## src/sv/ice_pkg.sv

```systemverilog
// ----------------------------------------------------------------------------
// ISO 7816-3 character engine package
// Shared widths, codes, configuration and result types, and bit helpers.
// ----------------------------------------------------------------------------
`default_nettype none

package ice_pkg;

  localparam int CFG_INDEX_W = 3;
  localparam int CFG_DATA_W  = 24;
  localparam int WAIT_W      = 24;

  // Item kinds
  localparam logic [1:0] ACT_TICK = 2'd0;
  localparam logic [1:0] ACT_EDGE = 2'd1;
  localparam logic [1:0] ACT_SEND = 2'd2;

  // Error codes
  localparam logic [2:0] ERR_NONE    = 3'd0;
  localparam logic [2:0] ERR_PARITY  = 3'd1;
  localparam logic [2:0] ERR_NACKEX  = 3'd2;
  localparam logic [2:0] ERR_NOSTOP  = 3'd3;
  localparam logic [2:0] ERR_TIMEOUT = 3'd4;
  localparam logic [2:0] ERR_STEP    = 3'd5;

  // Register indexes
  localparam logic [CFG_INDEX_W-1:0] REG_PROTOCOL_T1  = 3'd0;
  localparam logic [CFG_INDEX_W-1:0] REG_INVERSE_CONV = 3'd1;
  localparam logic [CFG_INDEX_W-1:0] REG_RETRY_LIMIT  = 3'd2;
  localparam logic [CFG_INDEX_W-1:0] REG_WORK_WAIT    = 3'd3;
  localparam logic [CFG_INDEX_W-1:0] REG_CHAR_WAIT    = 3'd4;

  // Reset values
  localparam logic [3:0]        RETRY_LIMIT_RST = 4'd5;
  localparam logic [WAIT_W-1:0] WORK_WAIT_RST   = 24'd9600;
  localparam logic [WAIT_W-1:0] CHAR_WAIT_RST   = 24'd8203;
  localparam logic [WAIT_W-1:0] GUARD_ETU       = 24'd3;

  typedef struct packed {
    logic              protocol_t1;
    logic              inverse_convention;
    logic [3:0]        retry_limit;
    logic [WAIT_W-1:0] work_wait_etu;
    logic [WAIT_W-1:0] char_wait_etu;
  } cfg_t;

  typedef struct packed {
    logic [2:0] error_code;
    logic       tx_done;
    logic [7:0] rx_byte;
    logic       rx_valid;
    logic       line_drive;
  } result_t;

  // Bit-reverse and invert a byte (inverse convention).
  function automatic logic [7:0] rev_invert(input logic [7:0] b);
    logic [7:0] r;
    for (int i = 0; i < 8; i++) begin
      r[i] = ~b[7-i];
    end
    return r;
  endfunction

endpackage

`default_nettype wire

```

## src/sv/ice_cfg.sv

```systemverilog
// ----------------------------------------------------------------------------
// ISO 7816-3 character engine configuration registers
// Write-only register file decoded from the index on each write strobe.
// ----------------------------------------------------------------------------
`default_nettype none

module ice_cfg (
  input  wire logic                              clk,
  input  wire logic                              rst,
  input  wire logic                              cfg_we,
  input  wire logic [ice_pkg::CFG_INDEX_W-1:0]   cfg_index,
  input  wire logic [ice_pkg::CFG_DATA_W-1:0]    cfg_data,
  output ice_pkg::cfg_t                          cfg
);

  always_ff @(posedge clk) begin
    if (rst) begin
      cfg.protocol_t1        <= 1'b0;
      cfg.inverse_convention <= 1'b0;
      cfg.retry_limit        <= ice_pkg::RETRY_LIMIT_RST;
      cfg.work_wait_etu      <= ice_pkg::WORK_WAIT_RST;
      cfg.char_wait_etu      <= ice_pkg::CHAR_WAIT_RST;
    end else if (cfg_we) begin
      case (cfg_index)
        ice_pkg::REG_PROTOCOL_T1:  cfg.protocol_t1        <= cfg_data[0];
        ice_pkg::REG_INVERSE_CONV: cfg.inverse_convention <= cfg_data[0];
        ice_pkg::REG_RETRY_LIMIT:  cfg.retry_limit        <= cfg_data[3:0];
        ice_pkg::REG_WORK_WAIT:    cfg.work_wait_etu      <= cfg_data[ice_pkg::WAIT_W-1:0];
        ice_pkg::REG_CHAR_WAIT:    cfg.char_wait_etu      <= cfg_data[ice_pkg::WAIT_W-1:0];
        default: ; // drop writes beyond the register list
      endcase
    end
  end

endmodule

`default_nettype wire

```

## src/sv/ice_engine.sv

```systemverilog
// ----------------------------------------------------------------------------
// ISO 7816-3 character engine state machine
// Holds the line/character state and computes one result per advanced item.
// ----------------------------------------------------------------------------
`default_nettype none

module ice_engine (
  input  wire logic          clk,
  input  wire logic          rst,
  input  wire logic          advance,
  input  wire logic [1:0]    action,
  input  wire logic          line_level,
  input  wire logic [7:0]    send_byte,
  input  wire ice_pkg::cfg_t cfg,
  output ice_pkg::result_t   res
);

  typedef enum logic [2:0] {
    M_IDLE  = 3'd0,
    M_WAIT  = 3'd1,
    M_RX    = 3'd2,
    M_NACK  = 3'd3,
    M_TX    = 3'd4,
    M_GUARD = 3'd5
  } mode_t;

  mode_t                      engine_mode, engine_mode_next;
  logic [3:0]                 bit_position, bit_position_next;
  logic [7:0]                 shift_byte, shift_byte_next;
  logic                       parity_bit, parity_bit_next;
  logic [3:0]                 retries_left, retries_left_next;
  logic [ice_pkg::WAIT_W-1:0] wait_counter, wait_counter_next;
  logic                       line_state, line_state_next;

  logic       armed;
  logic [7:0] rx_conv;
  logic       rx_par;
  logic       rx_ch;
  logic [7:0] tx_conv;
  logic       tx_par;
  logic [3:0] tx_idx;

  assign armed   = (engine_mode == M_IDLE) || (engine_mode == M_WAIT);
  assign rx_conv = cfg.inverse_convention ? ice_pkg::rev_invert(shift_byte) : shift_byte;
  assign rx_par  = ^rx_conv;
  assign rx_ch   = line_level ^ cfg.inverse_convention;
  assign tx_conv = cfg.inverse_convention ? ice_pkg::rev_invert(send_byte) : send_byte;
  assign tx_par  = (^send_byte) ^ cfg.inverse_convention;
  assign tx_idx  = bit_position - 4'd1;

  always_comb begin
    engine_mode_next  = engine_mode;
    bit_position_next = bit_position;
    shift_byte_next   = shift_byte;
    parity_bit_next   = parity_bit;
    retries_left_next = retries_left;
    wait_counter_next = wait_counter;
    line_state_next   = line_state;
    res               = '0;

    case (action)
      ice_pkg::ACT_TICK: begin
        case (engine_mode)
          M_WAIT: begin
            if (wait_counter == '0) begin
              res.error_code   = ice_pkg::ERR_TIMEOUT;
              engine_mode_next = M_IDLE;
              line_state_next  = 1'b1;
            end else begin
              wait_counter_next = wait_counter - 24'd1;
            end
          end
          M_RX: begin
            if (bit_position < 4'd8) begin
              shift_byte_next   = shift_byte | (8'(line_level) << bit_position[2:0]);
              bit_position_next = bit_position + 4'd1;
            end else if (bit_position == 4'd8) begin
              shift_byte_next = rx_conv;
              parity_bit_next = rx_par;
              if (rx_ch != rx_par) begin
                if (cfg.protocol_t1) begin
                  res.error_code   = ice_pkg::ERR_PARITY;
                  engine_mode_next = M_IDLE;
                  line_state_next  = 1'b1;
                end else if (retries_left <= 4'd1) begin
                  retries_left_next = 4'd0;
                  res.error_code    = ice_pkg::ERR_NACKEX;
                  engine_mode_next  = M_IDLE;
                  line_state_next   = 1'b1;
                end else begin
                  retries_left_next = retries_left - 4'd1;
                  bit_position_next = 4'd9;
                end
              end else begin
                if (!cfg.protocol_t1) begin
                  retries_left_next = cfg.retry_limit;
                end
                bit_position_next = 4'd9;
              end
            end else begin
              // stop bit slot
              if (!line_level) begin
                res.error_code   = ice_pkg::ERR_NOSTOP;
                engine_mode_next = M_IDLE;
                line_state_next  = 1'b1;
              end else if (!cfg.protocol_t1 && (retries_left < cfg.retry_limit)) begin
                line_state_next  = 1'b0;
                engine_mode_next = M_NACK;
              end else begin
                res.rx_valid      = 1'b1;
                res.rx_byte       = shift_byte;
                wait_counter_next = cfg.protocol_t1 ? cfg.char_wait_etu : cfg.work_wait_etu;
                engine_mode_next  = M_WAIT;
              end
            end
          end
          M_NACK: begin
            line_state_next  = 1'b1;
            engine_mode_next = M_IDLE;
          end
          M_TX: begin
            if (bit_position == 4'd0) begin
              line_state_next   = 1'b0;
              bit_position_next = 4'd1;
            end else if (bit_position <= 4'd8) begin
              line_state_next   = shift_byte[tx_idx[2:0]];
              bit_position_next = bit_position + 4'd1;
            end else if (bit_position == 4'd9) begin
              line_state_next   = parity_bit;
              bit_position_next = 4'd10;
            end else if (bit_position == 4'd10) begin
              line_state_next = 1'b1;
              if (cfg.protocol_t1) begin
                res.tx_done      = 1'b1;
                engine_mode_next = M_IDLE;
              end else begin
                bit_position_next = 4'd11;
              end
            end else begin
              // NACK slot: low means the card rejected the byte
              if (!line_level) begin
                if (retries_left <= 4'd1) begin
                  retries_left_next = 4'd0;
                  res.error_code    = ice_pkg::ERR_NACKEX;
                  engine_mode_next  = M_IDLE;
                  line_state_next   = 1'b1;
                end else begin
                  retries_left_next = retries_left - 4'd1;
                  wait_counter_next = ice_pkg::GUARD_ETU;
                  engine_mode_next  = M_GUARD;
                end
              end else begin
                res.tx_done      = 1'b1;
                engine_mode_next = M_IDLE;
              end
            end
          end
          M_GUARD: begin
            if (wait_counter == '0) begin
              bit_position_next = 4'd0;
              engine_mode_next  = M_TX;
            end else begin
              wait_counter_next = wait_counter - 24'd1;
            end
          end
          default: ;
        endcase
      end
      ice_pkg::ACT_EDGE: begin
        if (armed) begin
          bit_position_next = 4'd0;
          shift_byte_next   = 8'd0;
          engine_mode_next  = M_RX;
        end else begin
          res.error_code   = ice_pkg::ERR_STEP;
          engine_mode_next = M_IDLE;
          line_state_next  = 1'b1;
        end
      end
      ice_pkg::ACT_SEND: begin
        if (armed) begin
          shift_byte_next = tx_conv;
          parity_bit_next = tx_par;
          if (!cfg.protocol_t1) begin
            retries_left_next = cfg.retry_limit;
          end
          bit_position_next = 4'd0;
          engine_mode_next  = M_TX;
        end else begin
          res.error_code   = ice_pkg::ERR_STEP;
          engine_mode_next = M_IDLE;
          line_state_next  = 1'b1;
        end
      end
      default: ; // undefined kind: no state change
    endcase

    res.line_drive = line_state_next;
  end

  always_ff @(posedge clk) begin
    if (rst) begin
      engine_mode  <= M_IDLE;
      bit_position <= 4'd0;
      shift_byte   <= 8'd0;
      parity_bit   <= 1'b0;
      retries_left <= ice_pkg::RETRY_LIMIT_RST;
      wait_counter <= '0;
      line_state   <= 1'b1;
    end else if (advance) begin
      engine_mode  <= engine_mode_next;
      bit_position <= bit_position_next;
      shift_byte   <= shift_byte_next;
      parity_bit   <= parity_bit_next;
      retries_left <= retries_left_next;
      wait_counter <= wait_counter_next;
      line_state   <= line_state_next;
    end
  end

endmodule

`default_nettype wire

```

## src/sv/iso7816_character_engine_unit.sv

```systemverilog
// ----------------------------------------------------------------------------
// ISO 7816-3 character engine
// Smart-card I/O line character layer: receive, transmit, T=0 retries, waits.
// ----------------------------------------------------------------------------
// Flow: an item goes into the input register, and its result then goes into the result
//   register onto m_tdata. Throughput: one item per cycle unless m_tready stalls the output;
//   the state update is a single pass of logic.
// Reset: synchronous rst empties both registers, releases the line, sets the
//   engine idle and loads configuration reset values.
`default_nettype none

module iso7816_character_engine_unit (
  input  wire logic                            clk,
  input  wire logic                            rst,
  // configuration
  input  wire logic                            cfg_we,
  input  wire logic [ice_pkg::CFG_INDEX_W-1:0] cfg_index,
  input  wire logic [ice_pkg::CFG_DATA_W-1:0]  cfg_data,
  // input items
  input  wire logic                            s_tvalid,
  output      logic                            s_tready,
  input  wire logic [15:0]                     s_tdata,  // [0] line_level, [8:1] send_byte
  input  wire logic [1:0]                      s_tuser,  // [1:0] action
  // result items
  output      logic                            m_tvalid,
  input  wire logic                            m_tready,
  // [0] line_drive, [1] rx_valid, [9:2] rx_byte, [10] tx_done, [13:11] error_code
  output      logic [15:0]                     m_tdata
);

  ice_pkg::cfg_t    cfg;
  ice_pkg::result_t res;

  logic       in_valid;
  logic [1:0] in_action;
  logic       in_level;
  logic [7:0] in_byte;
  logic       advance;

  assign advance  = in_valid && (!m_tvalid || m_tready);
  assign s_tready = !in_valid || advance;

  ice_cfg u_cfg (
    .clk       (clk),
    .rst       (rst),
    .cfg_we    (cfg_we),
    .cfg_index (cfg_index),
    .cfg_data  (cfg_data),
    .cfg       (cfg)
  );

  ice_engine u_engine (
    .clk        (clk),
    .rst        (rst),
    .advance    (advance),
    .action     (in_action),
    .line_level (in_level),
    .send_byte  (in_byte),
    .cfg        (cfg),
    .res        (res)
  );

  // input register
  always_ff @(posedge clk) begin
    if (rst) begin
      in_valid <= 1'b0;
    end else if (s_tready) begin
      in_valid <= s_tvalid;
    end
    if (s_tready && s_tvalid) begin
      in_action <= s_tuser;
      in_level  <= s_tdata[0];
      in_byte   <= s_tdata[8:1];
    end
  end

  // result register
  always_ff @(posedge clk) begin
    if (rst) begin
      m_tvalid <= 1'b0;
    end else if (advance) begin
      m_tvalid <= 1'b1;
    end else if (m_tready) begin
      m_tvalid <= 1'b0;
    end
    if (advance) begin
      m_tdata <= {2'b00, res};
    end
  end

endmodule

`default_nettype wire
```

## config.mk

```make
export PLATFORM = sky130hd
export DESIGN_NAME = iso7816_character_engine_unit
export DESIGN_NICKNAME = d
export VERILOG_FILES = /design/src/sv/ice_pkg.sv /design/src/sv/ice_cfg.sv /design/src/sv/ice_engine.sv /design/src/sv/iso7816_character_engine_unit.sv
export SDC_FILE = /design/constraint.sdc
export NUM_CORES = 1
export LEC_CHECK = 0
export ABC_CLOCK_PERIOD_IN_PS = 3200
export BUFFER_PORTS_ARGS = -buffer_cell sky130_fd_sc_hd__buf_4
export CAP_MARGIN = 20
export CELL_PAD_IN_SITES_DETAIL_PLACEMENT = 1
export CELL_PAD_IN_SITES_GLOBAL_PLACEMENT = 1
export CORE_ASPECT_RATIO = 0.8
export CORE_MARGIN = 5
export CORE_UTILIZATION = 45
export CTS_CLUSTER_SIZE = 20
export DETAILED_ROUTE_END_ITERATION = 8
export HOLD_SLACK_MARGIN = 0.12
export PLACE_DENSITY_LB_ADDON = 0.1
export SYNTH_ARGS = -nofsm -noshare
export SYNTH_HDL_FRONTEND = slang
export SYNTH_SLANG_ARGS = --single-unit
```

## constraint.sdc

```tcl
create_clock -name clk -period 3.2 [get_ports clk]
set_clock_uncertainty 0.2 [all_clocks]
set_input_delay 0.48 -clock clk [delete_from_list [all_inputs] [get_ports clk]]
set_output_delay 0.48 -clock clk [all_outputs]
set_load 0.03 [all_outputs]
```

## After elaboration in Yosys (flattened, before gate mapping)

Index checks and enable logic that the tools add are counted.

| operators by class | value |
|---|---|
| add/subtract/negate cells | 4 |
| bitwise logic cells | 23 |
| order comparisons | 5 |
| equal/unequal tests | 54 |
| reduce and logical (&&, ||, !) cells | 37 |
| shift operators | 1 |
| muxes and demuxes | 113 |

Operators with widths:

| operator | count |
|---|---|
| $mux 24 | 12 |
| $mux 4 | 27 |
| $pmux 24 s3 | 1 |
| $mux 3 | 22 |
| $mux 8 | 7 |
| $ne 2x2->1 const B | 13 |
| $mux 1 | 25 |
| $logic_not 24->1 | 1 |
| $ne 3x3->1 const B | 8 |
| $pmux 4 s2 | 3 |
| $pmux 8 s3 | 1 |
| $reduce_and 12->1 | 2 |
| $sub 24x1->24 const B | 1 |
| $not 1->1 | 20 |
| $pmux 3 s3 | 2 |
| $ne 4x4->1 const B | 4 |
| $reduce_xor 8->1 | 2 |
| $pmux 3 s5 | 1 |
| $reduce_and 14->1 | 1 |
| $eq 3x2->1 const B | 4 |
| $eq 4x4->1 const B | 3 |
| $mux 2 | 6 |
| $pmux 4 s3 | 1 |
| $reduce_and 6->1 | 2 |
| 42 further kinds | 68 |

| word-level totals | value |
|---|---|
| output and inout port bits | 18 |
| word-level logic and storage cells | 258 |
| flip-flop bits (word level) | 126 |

## Longest topological paths before layout

| depth | value |
|---|---|
| depth in word-level cells | 9 |
| mapped depth | 11 |

## Hierarchy

From an unflattened synthesis, not the netlist that was laid out.

| unflattened totals | value |
|---|---|
| cells, all modules | 862 |
| area total of the unflattened synthesis | 7553.5 µm² |

By module, submodules not included:

| module | instances | cells each | area an instance (µm²) | sequential area each (µm²) |
|---|---|---|---|---|
| ice_engine | 1 | 608 | 4409.2 | 900.9 |
| ice_cfg | 1 | 216 | 2270.9 | 1081.0 |
| iso7816_character_engine_unit | 1 | 38 | 873.3 | 790.8 |

## Worst setup path before layout

No wires, ideal clock.

| timing | value |
|---|---|
| path kind | flip-flop to flip-flop |
| from | register u_engine.bit_position[0] |
| to | register u_engine.wait_counter[16] in the netlist's numbering |
| path slack | 0.344 ns |
| clock period less this slack | 2.856 ns |
| arrival | 2.585 ns |
| data required time | 2.930 ns |
| cell stages (with the launch flop) | 12 |
| buffers on the path | 3 |
| cell sequence | dfxtp_1 -> clkbuf_1 -> inv_1 -> ha_1 -> clkbuf_1 -> nor3_1 -> o21ai_0 -> o21ai_0 -> o2111a_1 -> clkbuf_1 -> nand2_1 -> a21oi_1 |

| between the ends | value |
|---|---|
| cells in the longest elaborated chain, start to end | 3 |
| elaborated cells on any way between the ends | 13 |

RTL lines:

| element | RTL line | text |
|---|---|---|
| start: declaration | ice_engine.sv:28 | `logic [3:0] bit_position, bit_position_next;` |
| start signal: assignment | ice_engine.sv:212 | `bit_position <= bit_position_next;` |
| $le 4x4->1, or another cell as far along | ice_engine.sv:125 | `end else if (bit_position <= 4'd8) begin` |
| $ne 2x2->1 (no line) | -- |  |
| $reduce_and 14->1 (no line) * | -- |  |
| end signal: assignment | ice_engine.sv:216 | `wait_counter <= wait_counter_next;` |
| end: declaration | ice_engine.sv:32 | `logic [ice_pkg::WAIT_W-1:0] wait_counter, wait_counter_next;` |

Every way passes the cells marked *; elsewhere a longest branch is shown, timed or not.
A chain may end at the register's enable or synchronous reset.

## Worst setup path after layout

| timing | value |
|---|---|
| from | register u_engine.bit_position[1] |
| to | register u_engine.shift_byte[1] |

| between the ends | value |
|---|---|
| cells in the longest elaborated chain, start to end | 5 |
| elaborated cells on any way between the ends | 9 |

RTL lines:

| element | RTL line | text |
|---|---|---|
| parallel branches: the longest is 5 deep, another holds $lt 4x4->1 | -- |  |
| end signal: assignment | ice_engine.sv:213 | `shift_byte <= shift_byte_next;` |
| end: declaration | ice_engine.sv:29 | `logic [7:0] shift_byte, shift_byte_next;` |

Several ways; the timed one is not identified. The select of a mux whose other input is x is not followed.

==> summary.md <==
| Metric | Value |
|---|---|
| Outcome | finished clean |
| Vias in the first global route | 7,549 |
| Peak supply drop | a little under 0.4 mV |
| Mux cell area share after synthesis | approximately 6% |
| Flop2flop setup slack | ~250 ps |
| Simple-gate share of the synthesized area | 22.4% |
| WP data arrival | 3070 ps |
| Pleak | roughly 3.3 nW |
| HPWL Detailed | 17,300 µm |
| Post-layout util | approximately 56% |
| Seq/Total Area, Yosys | about two fifths |
| Worst r2r dst | u_engine.shift_byte[1] |
| CP required | approximately 3300 ps |
| Overflow after GRT | 0 |
| Initial Util | between 40% and 50% |
| All-layer global routing usage | a little over a quarter |
| Compound-cell area share of the yosys netlist | between 20 and 25% |
| Most common cell in the netlist | nand2_1 |
| Critical path fanouts, max | 9 |
| Reg2reg path depth | 8 |
| Final ANT Viol Nets | 0 |
| Sinks on Clock Net | about 130 |
| Xor and xnor area share after synthesis | 2.68% |
| Post-Syn Instances | between 900 and 1k |
| Total CTS buffers | 17 |
| Top_reg_cell synth | dfxtp_1 |
| Unique masters post-synth | between 70 and 80 |
| Worst hold path type | in -> reg |
| Design area | 8890 µm² |
| NumNets Final | around 1.1k |
| Max-slew headroom | 54.1% |
| Routed len/inst | between 20 and 25 µm |
| First-pass GRT wire length | between 40,000 and 50,000 µm |
| Initial antenna violation count | 0 |
| Syn-to-layout area delta | 22.6% |
| RePlAce Congestion | around 0.96 |
| Top cells by count, synth | 150 x nand2_1, 110 x a21oi_1, 101 x dfxtp_1 |
| Max Root-Sink Buffers | 2 |
| Reg clk slew, reported paths | ~70 ps |
| Tmin final | around 3000 ps |
| Final hold violations | 0 |
| #FFs+latches synth | around 130 |
| Drt pass-1 iters | 5 |
| Die footprint | around 19,000 µm² |
| Hold Crit Depth | 3 |
| Final setup fails | 0 |
| I/O pin cnt | between 60 and 70 |
| Critical Path Sink Type | register |
| Cell Area, Synth | just over 7000 µm² |
| Area leader, netlist | dfxtp_1 |
| Hold_sp | cfg_data[6] |
| Total wire length | about 25,000 µm |
| Clk_lat worst skew | approximately 440 ps |
| FMAX | 339 MHz |
| Top cell type's share of synthesized area | ~28% |
| Die width | 152 µm |
| Rows | about 40 |
| Top cells by area, synth | dfxtp_1 28%, edfxtp_1 10%, nand2_1 7.8%, a21oi_1 7.6%, mux2i_1 4.4% |
| H-tree levels | 4 |
| Die height | about 120 µm |
| Pwr/cell area | approximately 470 nW/µm² |
| CP startpoint kind | register |
| EDFF count, synth | 25 |
| Total power draw | slightly above 0.004 W |
| Sequential Area | roughly 2800 µm² |
| Total number of vias | about 7.3k |
| Post-synthesis async set-or-reset flop share | 0% |
| CTS tree | done |
| Worst slew pin tran | approximately 690 ps |
| Final Non-Filler Cells | 1,214 |
| Unrepaired setup endpoints after global routing | no |
| Drt first-iter violations | 757 |
| WS Path Type | reg -> reg |
| Final period util | 92.3% |
| Area of the multi-input gates | between 4000 and 5000 µm² |
| Vias per cell | 6.05 |
| Main combinational cell family by area after synthesis | compound AO/OA/AOI/OAI gates |
| Port bufs | 58 |
| Syn_area_per_cell | between 8 and 9 µm² |
| Layout cells sized above 1 | 15.1% |
| Hold Path End | u_cfg.cfg[30] |
| Max-Cap Viols | 0 |
| Adder-Cell Fraction of Synth Area | between 2 and 3% |
| Total core area | roughly 16,000 µm² |
| Synth Warn # | 0 |
| CTS Root Cell | clkbuf_16 |
| Placed cell area | between 7000 and 8000 µm² |
| Placed Cells | ~1.1k |
| Drc violations | 0 |
| Max Slew Vio Count | 0 |
| Layout fillers | about 1.9k |
| N_diodes | 0 |
| Sum Neg Setup Slack | 0 ps |
| RR Startpoint | u_engine.bit_position[1] |
| Pin count of the biggest net entering global routing | between 50 and 60 |
worst max path at each step:
stage / start / slack [ps] / depth (start not counted) / endpoint
2_1_floorplan: u_engine.bit_position[0] / 340 / 11 / u_engine.wait_counter[16]
3_3_place_gp: u_engine.wait_counter[6] / 470 / 6 / u_engine.bit_position[2]
3_5_place_dp: u_engine.bit_position[1] / 340 / 8 / u_engine.shift_byte[1]
4_1_cts: u_engine.bit_position[0] / 300 / 9 / u_engine.wait_counter[11]
5_1_grt: u_engine.bit_position[1] / 120 / 9 / u_engine.wait_counter[23]
6_report: u_engine.bit_position[1] / 250 / 8 / u_engine.shift_byte[1]
timing repair:
item                                   CTS  global route
setup buffers                            0             0
endpoints found under the hold margin   47             0
hold buffers                            33             0
resized for setup                        0             0
routing by layer:
layer | global-route usage (%) | up-vias | wire length, µm
met4 | 7.97 | 0 | 367
met1 | 37.2 | 3639 | 11500
met3 | 6.30 | 42 | 1930
met2 | 42.8 | 257 | 11400
li1 | - | 3410 | -
met5 | 0 | - | 0
layout make-up:
type,count,area share (%)
Inverter,28,1.18
Tap cell,215,3.03
Sequential cell,126,31.2
Timing Repair Buffer,129,12.0
Multi-Input combinational cell,684,46.2
Clock buffer,17,4.79
Clock inverter,15,1.66
critical path, cell delays in order, from the launching register on:
cell and delay (ps):
dfxtp_1 320, inv_1 210, ha_1 250, buf_4 180, nor2b_1 430, o21ai_0 290
nand2_1 190, nand3_1 330, a221oi_1 450
stage by stage:
stage	hold slack [ps]	setup WS (ps)
floorplan	232	344
global placement	239	466
detailed placement	248	337
CTS	123	303
global route	129	118
finish	131	247
flip-flops by register name, summed over array words and instances, names as in the netlist:
signal / count
u_engine.engine_mode: 3
u_engine.parity_bit: 1
u_cfg.cfg: 54
m_tdata: 14
u_engine.wait_counter: 24
u_engine.bit_position: 4
u_engine.shift_byte: 8
m_tvalid: 1
in_action: 2
in_level: 1
u_engine.retries_left: 4
in_byte: 8
u_engine.line_state: 1
in_valid: 1
cells in the final DEF, fill, tap and decap left out, types with 5 or more instances in the layout:
cell type        n
inv_1           27
edfxtp_1        25
inv_6            6
nand3_1         34
or3_1            7
nor2_1          60
ha_1            16
nor3_1          22
nor2b_1         12
nor4_1           8
and2_1          13
o22ai_1         11
and3_1           6
a211o_1          6
mux2i_1         32
o21a_1           5
o31ai_1          7
nand2_1        150
dlygate4sd3_1   33
nand2b_1        11
o32ai_1         16
buf_4           95
or4_1            5
a211oi_1        12
o21ai_0         51
a21oi_1        110
xnor2_1         13
dfxtp_1        100
clkbuf_16       17
power by group:
group	switching, W	internal (W)
Combinational	0.000301	0.000210
Sequential	0.0000309	0.00166
Clock	0.000850	0.00109
logic make-up after synthesis:
kind of cell | after synthesis
simple gates | 346
compound gates | 261
flops | 126
buf+inv | 92
mux | 40
xor+xnor | 18
fa+ha+maj | 17
other cells | 1
Power figures use the tool's default switching activity.
